--- src/ghd_pkg.sv ---
// Shared types, widths and codes for the grid Hermite derivative block.
// Used by ghd_muldiv, ghd_deriv and grid_hermite_derivative.
package ghd_pkg;

    localparam int VAL_W = 32;           // knot and point values, Q16.16
    localparam int OUT_W = 48;           // derivative results, Q32.16
    localparam int A_W   = OUT_W + 1;    // numerator operand of a scaled division
    localparam int B_W   = VAL_W + 3;    // scale operand
    localparam int C_W   = VAL_W + 1;    // divisor operand
    localparam int P_W   = A_W + B_W;    // product width
    localparam int R_W   = C_W + 1;      // partial remainder width
    localparam int IDX_W = 6;
    localparam int CNT_W = 7;
    localparam int DIM_W = 2;

    localparam int MAX_U_DEF   = 64;
    localparam int MAX_V_DEF   = 64;
    localparam int MAX_DIM_DEF = 3;

    localparam logic signed [B_W-1:0] SCALE_ONE = B_W'(65536);

    typedef enum logic [1:0] {REQ_UKNOT, REQ_VKNOT, REQ_POINT, REQ_QUERY} t_req;
    typedef enum logic [1:0] {ST_OK, ST_RANGE, ST_DEGEN} t_status;
    typedef enum logic [1:0] {REG_UCOUNT, REG_VCOUNT, REG_DIM} t_reg_idx;
    typedef enum logic [1:0] {PH_ROW, PH_DV, PH_DUV} t_phase;

    typedef enum logic [3:0] {
        S_IDLE, S_RKU, S_LKU, S_RKV, S_LKV, S_CHK, S_RP, S_LP, S_DST, S_DWT, S_EMIT
    } t_top_state;

    typedef enum logic [2:0] {
        DS_IDLE, DS_ST1, DS_W1, DS_ST2, DS_W2, DS_ST3, DS_W3
    } t_drv_state;

    typedef enum logic [1:0] {MD_IDLE, MD_MUL, MD_DIV, MD_FIN} t_md_state;

    // One derivative job: three knots, three values, window degree and node.
    typedef struct packed {
        logic signed [VAL_W-1:0] t0;
        logic signed [VAL_W-1:0] t1;
        logic signed [VAL_W-1:0] t2;
        logic signed [OUT_W-1:0] f0;
        logic signed [OUT_W-1:0] f1;
        logic signed [OUT_W-1:0] f2;
        logic                    deg2;
        logic [1:0]              m;
    } t_deriv_op;

endpackage

--- src/ghd_muldiv.sv ---
// Sequential round(a*b/c) with ties away from zero, saturated to 48 bits.
// Shift-add multiply followed by restoring division. Depends on ghd_pkg.
module ghd_muldiv (
    input  logic                         i_clk,
    input  logic                         i_rst_n,
    input  logic                         i_start,
    input  logic signed [ghd_pkg::A_W-1:0]   i_a,
    input  logic signed [ghd_pkg::B_W-1:0]   i_b,
    input  logic signed [ghd_pkg::C_W-1:0]   i_c,
    output logic                         o_done,
    output logic signed [ghd_pkg::OUT_W-1:0] o_q
);
    import ghd_pkg::*;

    localparam int CW = $clog2(P_W);

    t_md_state          r_state, n_state;
    logic [P_W-1:0]     r_p;
    logic [P_W-1:0]     r_am;
    logic [B_W-1:0]     r_bm;
    logic [C_W-1:0]     r_cm;
    logic [R_W-1:0]     r_r;
    logic               r_neg;
    logic [CW-1:0]      r_cnt;
    logic               r_done;
    logic signed [OUT_W-1:0] r_q;

    logic [A_W-1:0]     w_am;
    logic [B_W-1:0]     w_bm;
    logic [C_W-1:0]     w_cm;
    logic [R_W-1:0]     w_rs;
    logic               w_ge;
    logic               w_rnd;
    logic [P_W:0]       w_q1;
    logic [P_W:0]       w_lim;
    logic signed [OUT_W-1:0] w_res;
    logic               w_mul, w_div, w_fin;

    assign w_am = i_a[A_W-1] ? A_W'(-i_a) : A_W'(i_a);
    assign w_bm = i_b[B_W-1] ? B_W'(-i_b) : B_W'(i_b);
    assign w_cm = i_c[C_W-1] ? C_W'(-i_c) : C_W'(i_c);

    assign w_rs = {r_r[R_W-2:0], r_p[P_W-1]};
    assign w_ge = w_rs >= {1'b0, r_cm};

    // Round half away from zero on the magnitude, then clamp.
    assign w_rnd = r_r[C_W-1:0] >= (r_cm - r_r[C_W-1:0]);
    assign w_q1  = {1'b0, r_p} + (P_W+1)'(w_rnd);
    assign w_lim = ((P_W+1)'(1) << (OUT_W-1)) - (P_W+1)'(!r_neg);

    always_comb begin
        if (r_cm == '0) begin
            w_res = '0;
        end else if (w_q1 > w_lim) begin
            w_res = r_neg ? {1'b1, {(OUT_W-1){1'b0}}} : {1'b0, {(OUT_W-1){1'b1}}};
        end else begin
            w_res = r_neg ? -$signed(w_q1[OUT_W-1:0]) : $signed(w_q1[OUT_W-1:0]);
        end
    end

    always_comb begin
        n_state = r_state;
        unique case (r_state)
            MD_IDLE: if (i_start) n_state = MD_MUL;
            MD_MUL:  if (r_cnt == '0) n_state = MD_DIV;
            MD_DIV:  if (r_cnt == '0) n_state = MD_FIN;
            MD_FIN:  n_state = MD_IDLE;
            default: n_state = MD_IDLE;
        endcase
    end

    always_comb begin
        w_mul = r_state == MD_MUL;
        w_div = r_state == MD_DIV;
        w_fin = r_state == MD_FIN;
    end

    always_ff @(posedge i_clk) begin
        if (!i_rst_n) begin
            r_state <= MD_IDLE;
            r_done  <= 1'b0;
        end else begin
            r_state <= n_state;
            r_done  <= w_fin;
        end
    end

    always_ff @(posedge i_clk) begin
        if (r_state == MD_IDLE && i_start) begin
            r_am  <= P_W'(w_am);
            r_bm  <= w_bm;
            r_cm  <= w_cm;
            r_neg <= i_a[A_W-1] ^ i_b[B_W-1] ^ i_c[C_W-1];
            r_p   <= '0;
            r_r   <= '0;
            r_cnt <= CW'(B_W-1);
        end else if (w_mul) begin
            if (r_bm[0]) r_p <= r_p + r_am;
            r_am  <= r_am << 1;
            r_bm  <= r_bm >> 1;
            r_cnt <= (r_cnt == '0) ? CW'(P_W-1) : r_cnt - 1'b1;
        end else if (w_div) begin
            // The quotient bits shift into the low end as the dividend leaves the top.
            r_r   <= w_ge ? w_rs - {1'b0, r_cm} : w_rs;
            r_p   <= {r_p[P_W-2:0], w_ge};
            r_cnt <= r_cnt - 1'b1;
        end else if (w_fin) begin
            r_q <= w_res;
        end
    end

    assign o_done = r_done;
    assign o_q    = r_q;

endmodule

--- src/ghd_deriv.sv ---
// Derivative of a two- or three-knot Lagrange interpolant at one node.
// Runs up to three scaled divisions on one ghd_muldiv. Depends on ghd_pkg.
module ghd_deriv (
    input  logic                         i_clk,
    input  logic                         i_rst_n,
    input  logic                         i_start,
    input  ghd_pkg::t_deriv_op           i_op,
    output logic                         o_done,
    output logic signed [ghd_pkg::OUT_W-1:0] o_d
);
    import ghd_pkg::*;

    t_drv_state r_state, n_state;
    logic signed [OUT_W-1:0] r_s1, r_s2, r_d;
    logic                    r_done;

    logic signed [C_W-1:0] w_t0e, w_t1e, w_t2e, w_h1, w_h2, w_h20;
    logic signed [A_W-1:0] w_f0e, w_f1e, w_f2e;
    logic signed [B_W-1:0] w_g;
    logic signed [OUT_W:0] w_sum;
    logic signed [OUT_W-1:0] w_sat;

    logic                    w_md_start, w_md_done;
    logic signed [A_W-1:0]   w_md_a;
    logic signed [B_W-1:0]   w_md_b;
    logic signed [C_W-1:0]   w_md_c;
    logic signed [OUT_W-1:0] w_md_q;

    assign w_t0e = {i_op.t0[VAL_W-1], i_op.t0};
    assign w_t1e = {i_op.t1[VAL_W-1], i_op.t1};
    assign w_t2e = {i_op.t2[VAL_W-1], i_op.t2};
    assign w_h1  = w_t1e - w_t0e;
    assign w_h2  = w_t2e - w_t1e;
    assign w_h20 = w_t2e - w_t0e;
    assign w_f0e = {i_op.f0[OUT_W-1], i_op.f0};
    assign w_f1e = {i_op.f1[OUT_W-1], i_op.f1};
    assign w_f2e = {i_op.f2[OUT_W-1], i_op.f2};

    // Slope correction factor for the node at the left, middle or right knot.
    always_comb begin
        unique case (i_op.m)
            2'd0:    w_g = -B_W'(w_h1);
            2'd1:    w_g = B_W'(w_h1);
            default: w_g = B_W'(w_h20) + B_W'(w_h2);
        endcase
    end

    assign w_sum = {r_s1[OUT_W-1], r_s1} + {w_md_q[OUT_W-1], w_md_q};
    always_comb begin
        if (w_sum[OUT_W] != w_sum[OUT_W-1]) begin
            w_sat = w_sum[OUT_W] ? {1'b1, {(OUT_W-1){1'b0}}} : {1'b0, {(OUT_W-1){1'b1}}};
        end else begin
            w_sat = w_sum[OUT_W-1:0];
        end
    end

    always_comb begin
        n_state = r_state;
        unique case (r_state)
            DS_IDLE: if (i_start) n_state = DS_ST1;
            DS_ST1:  n_state = DS_W1;
            DS_W1:   if (w_md_done) n_state = i_op.deg2 ? DS_ST2 : DS_IDLE;
            DS_ST2:  n_state = DS_W2;
            DS_W2:   if (w_md_done) n_state = DS_ST3;
            DS_ST3:  n_state = DS_W3;
            DS_W3:   if (w_md_done) n_state = DS_IDLE;
            default: n_state = DS_IDLE;
        endcase
    end

    always_comb begin
        w_md_start = 1'b0;
        w_md_a     = w_f1e - w_f0e;
        w_md_b     = SCALE_ONE;
        w_md_c     = w_h1;
        unique case (r_state)
            DS_ST1: w_md_start = 1'b1;
            DS_ST2: begin
                w_md_start = 1'b1;
                w_md_a     = w_f2e - w_f1e;
                w_md_c     = w_h2;
            end
            DS_ST3: begin
                w_md_start = 1'b1;
                w_md_a     = {r_s2[OUT_W-1], r_s2} - {r_s1[OUT_W-1], r_s1};
                w_md_b     = w_g;
                w_md_c     = w_h20;
            end
            default: w_md_start = 1'b0;
        endcase
    end

    always_ff @(posedge i_clk) begin
        if (!i_rst_n) begin
            r_state <= DS_IDLE;
            r_done  <= 1'b0;
        end else begin
            r_state <= n_state;
            r_done  <= w_md_done && ((r_state == DS_W1 && !i_op.deg2) || r_state == DS_W3);
        end
    end

    always_ff @(posedge i_clk) begin
        if (w_md_done) begin
            if (r_state == DS_W1) begin
                r_s1 <= w_md_q;
                r_d  <= w_md_q;
            end else if (r_state == DS_W2) begin
                r_s2 <= w_md_q;
            end else if (r_state == DS_W3) begin
                r_d <= w_sat;
            end
        end
    end

    ghd_muldiv u_muldiv (
        .i_clk   (i_clk),
        .i_rst_n (i_rst_n),
        .i_start (w_md_start),
        .i_a     (w_md_a),
        .i_b     (w_md_b),
        .i_c     (w_md_c),
        .o_done  (w_md_done),
        .o_q     (w_md_q)
    );

    assign o_done = r_done;
    assign o_d    = r_d;

endmodule

--- config.mk ---
export PLATFORM = sky130hd
export DESIGN_NAME = ghd_deriv
export DESIGN_NICKNAME = d
export VERILOG_FILES = /design/src/ghd_pkg.sv /design/src/ghd_muldiv.sv /design/src/ghd_deriv.sv
export SDC_FILE = /design/constraint.sdc
export NUM_CORES = 2
export LEC_CHECK = 0
export BUFFER_PORTS_ARGS = -buffer_cell sky130_fd_sc_hd__buf_2
export CAP_MARGIN = 20
export CORE_UTILIZATION = 64
export CTS_CLUSTER_SIZE = 8
export DETAILED_ROUTE_END_ITERATION = 16
export PLACE_DENSITY = 0.87
export SETUP_SLACK_MARGIN = 0.1
export SYNTH_ARGS = -nofsm -noshare
export SYNTH_HDL_FRONTEND = slang
export SYNTH_SLANG_ARGS = --single-unit
--- constraint.sdc ---
create_clock -name i_clk -period 12.6 [get_ports i_clk]
set_input_delay 2.52 -clock i_clk [delete_from_list [all_inputs] [get_ports i_clk]]
set_output_delay 2.52 -clock i_clk [all_outputs]
set_load 0.05 [all_outputs]
==> impl_metrics.tcl <==
set metrics [dict create \
    intPower_uw 5510 \
    finalSetupViolations 0 \
    dieHeight_um 293 \
    cts-resized-gates 0 \
    p_per_area_mw_per_mm2 177 \
    startpoint_type "register" \
    rrSetupSlack_ps 1310 \
    drv_slew 0 \
    final_area_mm2 0.0585 \
    async_reset_ff_share_pct 0 \
    worstPathArrival_ps 11680 \
    drv_cap 0 \
    synth_seq_cells 476 \
    grt_max_degree 111 \
    seq_power_share_pct 25.5 \
    hold_buffers 0 \
    via_count 54700 \
    switching_share_pct 46.6 \
    initial_core_util_pct 64.6 \
    dp_hpwl_mm 142 \
    root_buffer "clkbuf_16" \
    power_leakage_uw 0.0256 \
    synth_area_per_cell_um2 7.80 \
    p_switching_uw 4820 \
    die_area_mm2 0.0857 \
    grt_pass1_vias 50300 \
    reg2reg_depth 44 \
    first_iter_violations 6353 \
    critPathKind "register to register" \
    max_freq_mhz 88.6 \
    drive_gt1_share_pct 7.50 \
    grt_pass1_wl_mm 279 \
    clk_latency_ps 650 \
    syn_inst 6937 \
    yosys_warnings 0 \
    netlist_area_mm2 0.0541 \
    slew_headroom_pct 24.9 \
    synth_edf_count 310 \
    post-route-min-period_ps 11290 \
    firstDrtPassIters 8 \
    ios 295 \
    rsz0062_at_grt "false" \
    cts_buffers 70 \
    wirelength_mm 182 \
    post-route-period-util_pct 89.6 \
    crit_top_cell "ha_1" \
    yosysTopAreaCellShare_pct 17.2 \
    critPathMaxStageDelay_ps 580 \
    core_area_mm2 0.0837 \
    drtAntennaViolNets 0 \
    vias_per_cell 6.64 \
    antenna_found_initial 8 \
    combPwrFrac_pct 57.1 \
    clock-skew-final_ps 60.8 \
    gp_congestion 1.04 \
    ys_types 102 \
    crit_end "u_muldiv.o_q[41]" \
    hold_viol_final 0 \
    die_w_um 293 \
    ir_drop_mv 0.152 \
    cp.required_ps 12990 \
    worst_pin_slew_ps 1120 \
    r2r-end "u_muldiv.o_q[41]" \
    placed_cell_area_mm2 0.0563 \
    cts_num_sinks 476 \
    startpoint "u_muldiv.r_cm[0]" \
    tns_ps 0 \
    cts_tree "done" \
    io_buffers 294 \
    grt_usage_pct 40.9 \
    netlist_top_cells_area "edfxtp_1 (17%), ha_1 (13%), dfxtp_1 (6.1%)" \
    row_count 106 \
    clk_pin_slew_worst_paths_ps 60 \
    postCtsSetupBuffers 0 \
    synth-main-ff-cell "edfxtp_1" \
    status "completed" \
    drc_errors 0 \
    grt_overflow 0 \
    yosysSeqAreaShare_pct 23.3 \
    post_drt_wl_per_cell_um 22.1 \
    cts_buffer_depth 3 \
    hold_path.class "register to register" \
    synth_nets 7756 \
    num-nets-final 7877 \
    crit_fanout 66 \
    worst_r2r_startpoint "u_muldiv.r_cm[0]" \
    critPathSlowestCell "o31ai_1" \
    clkPwrFrac_pct 17.4 \
    htree_levels 3 \
    synth_top_cell_by_area "edfxtp_1" \
    syn2layout_area_growth_pct 8.05 \
    worstSetupEndpointType "register" \
]
-- synthesized netlist by cell type, drive strengths merged, types with 33 or more instances --
cell type and number:
and4 33, xnor2 348, o21a 85, edfxtp 310, xor2 213, nor3 132
nor2 570, inv 471, nand2 567, o31ai 50, nor4 42, dfxtp 166
a21oi 662, mux2i 136, clkbuf 247, a21o 293, ha 562, a31oi 83
o21bai 63, a211oi 117, o211ai 61, nand3 188, nand4 115, nand2b 79
nor2b 84, and3 84, o22ai 40, and2 56, or3 52, o21ai 541
buf 42
-- area by class of cell --
class / instances / area, um2
Multi-Input combinational cell: 5696 / 38700
Tap cell: 1134 / 1420
Sequential cell: 476 / 12600
Antenna cell: 8 / 20.0
Clock inverter: 9 / 186
Clock buffer: 101 / 1870
Inverter: 476 / 1790
Fill cell: 6937 / 25200
Timing Repair Buffer: 338 / 1840
-- cell families after synthesis --
kind of cell | share of synthesized area, %
simple gates | 19.0
compound gates | 27.1
flops | 23.3
xor+xnor | 9.08
fa+ha+maj | 13.4
mux | 2.75
other cells | 0.00693
buf+inv | 5.36
-- power by group through the flow --
| stage | combinational, uW | sequential [uW] | clock (uW) |
|---|---|---|---|
| after floorplan | 4470 | 2360 | 0 |
| after global placement | 5570 | 2620 | 0 |
| after detailed placement | 5690 | 2630 | 0 |
| after CTS | 5750 | 2610 | 1800 |
| after global routing | 6490 | 2660 | 1870 |
| final | 5900 | 2640 | 1800 |
-- cell usage in the layout, fill, tap and decap left out, types with 31 or more instances in the layout --
cell type,instances
a211oi_1,113
a21o_1,293
a21oi_1,658
a31oi_1,83
and2_1,56
and3_1,82
and4_1,33
buf_2,294
buf_4,41
clkbuf_1,31
clkbuf_16,70
dfxtp_1,166
edfxtp_1,310
ha_1,559
inv_1,470
mux2i_1,136
nand2_1,564
nand2b_1,78
nand3_1,188
nand4_1,115
nor2_1,565
nor2b_1,83
nor3_1,126
nor4_1,39
o211ai_1,60
o21a_1,85
o21ai_0,524
o21bai_1,63
o22ai_1,40
o31ai_1,48
or3_1,52
xnor2_1,348
xor2_1,213
-- stage by stage --
stage	total power [uW]	setup WS, ps	util (%)	cells	hold slack (ps)
after detailed placement	8320	1630	67.3	8117	509
after global routing	11000	745	69.8	8237	542
after floorplan	6840	3410	-	6937	465
final	10300	1310	69.9	8238	489
after CTS	10200	1580	69.8	8227	486
after global placement	8190	1900	67.3	8117	501
-- worst max-delay path, delay by kind of cell, from the launching register on --
kind	cells	cell delay, ps
AO/OA/AOI/OAI	16	3750
XOR/XNOR	2	390
adder cells (fa/ha/maj)	6	1800
buffers and inverters	6	1230
flip-flops	1	450
AND/OR/NAND/NOR	14	3400
-- registers in the layout, summed over array words and instances, names as in the netlist --
| register | flops |
|---|---|
| u_muldiv.o_q | 48 |
| u_muldiv.r_cm | 33 |
| u_muldiv.r_am | 84 |
| u_muldiv.r_bm | 35 |
| u_muldiv.r_state | 2 |
| r_state | 3 |
| r_s1 | 48 |
| u_muldiv.r_cnt | 7 |
| u_muldiv.r_p | 84 |
| r_s2 | 48 |
| u_muldiv.r_r | 33 |
| u_muldiv.r_neg | 1 |
| o_d | 48 |
| o_done | 1 |
| u_muldiv.o_done | 1 |
-- layer usage --
layer	vias to the layer above	share of wire (%)	global-route usage [%]
met2	3029	43	62.8
li1	25700	-	-
met3	526	11	7.46
met4	2	5.1	19.4
met5	-	0.0071	0
met1	25400	41	55.4
-- how the worst min path moves through the flow --
| stage | cells after the start | slack, ps | start | endpoint |
|---|---|---|---|---|
| global route | 2 | 540 | u_muldiv.r_bm[3] | u_muldiv.r_bm[2] |
| global placement | 2 | 500 | u_muldiv.r_bm[14] | u_muldiv.r_bm[13] |
| floorplan | 2 | 470 | u_muldiv.r_p[0] | u_muldiv.r_p[0] |
| finish | 2 | 490 | u_muldiv.r_bm[3] | u_muldiv.r_bm[2] |
| detailed placement | 2 | 510 | u_muldiv.r_bm[14] | u_muldiv.r_bm[13] |
| CTS | 2 | 490 | u_muldiv.r_bm[3] | u_muldiv.r_bm[2] |
No activity file was read; power rests on OpenSTA's default activity.
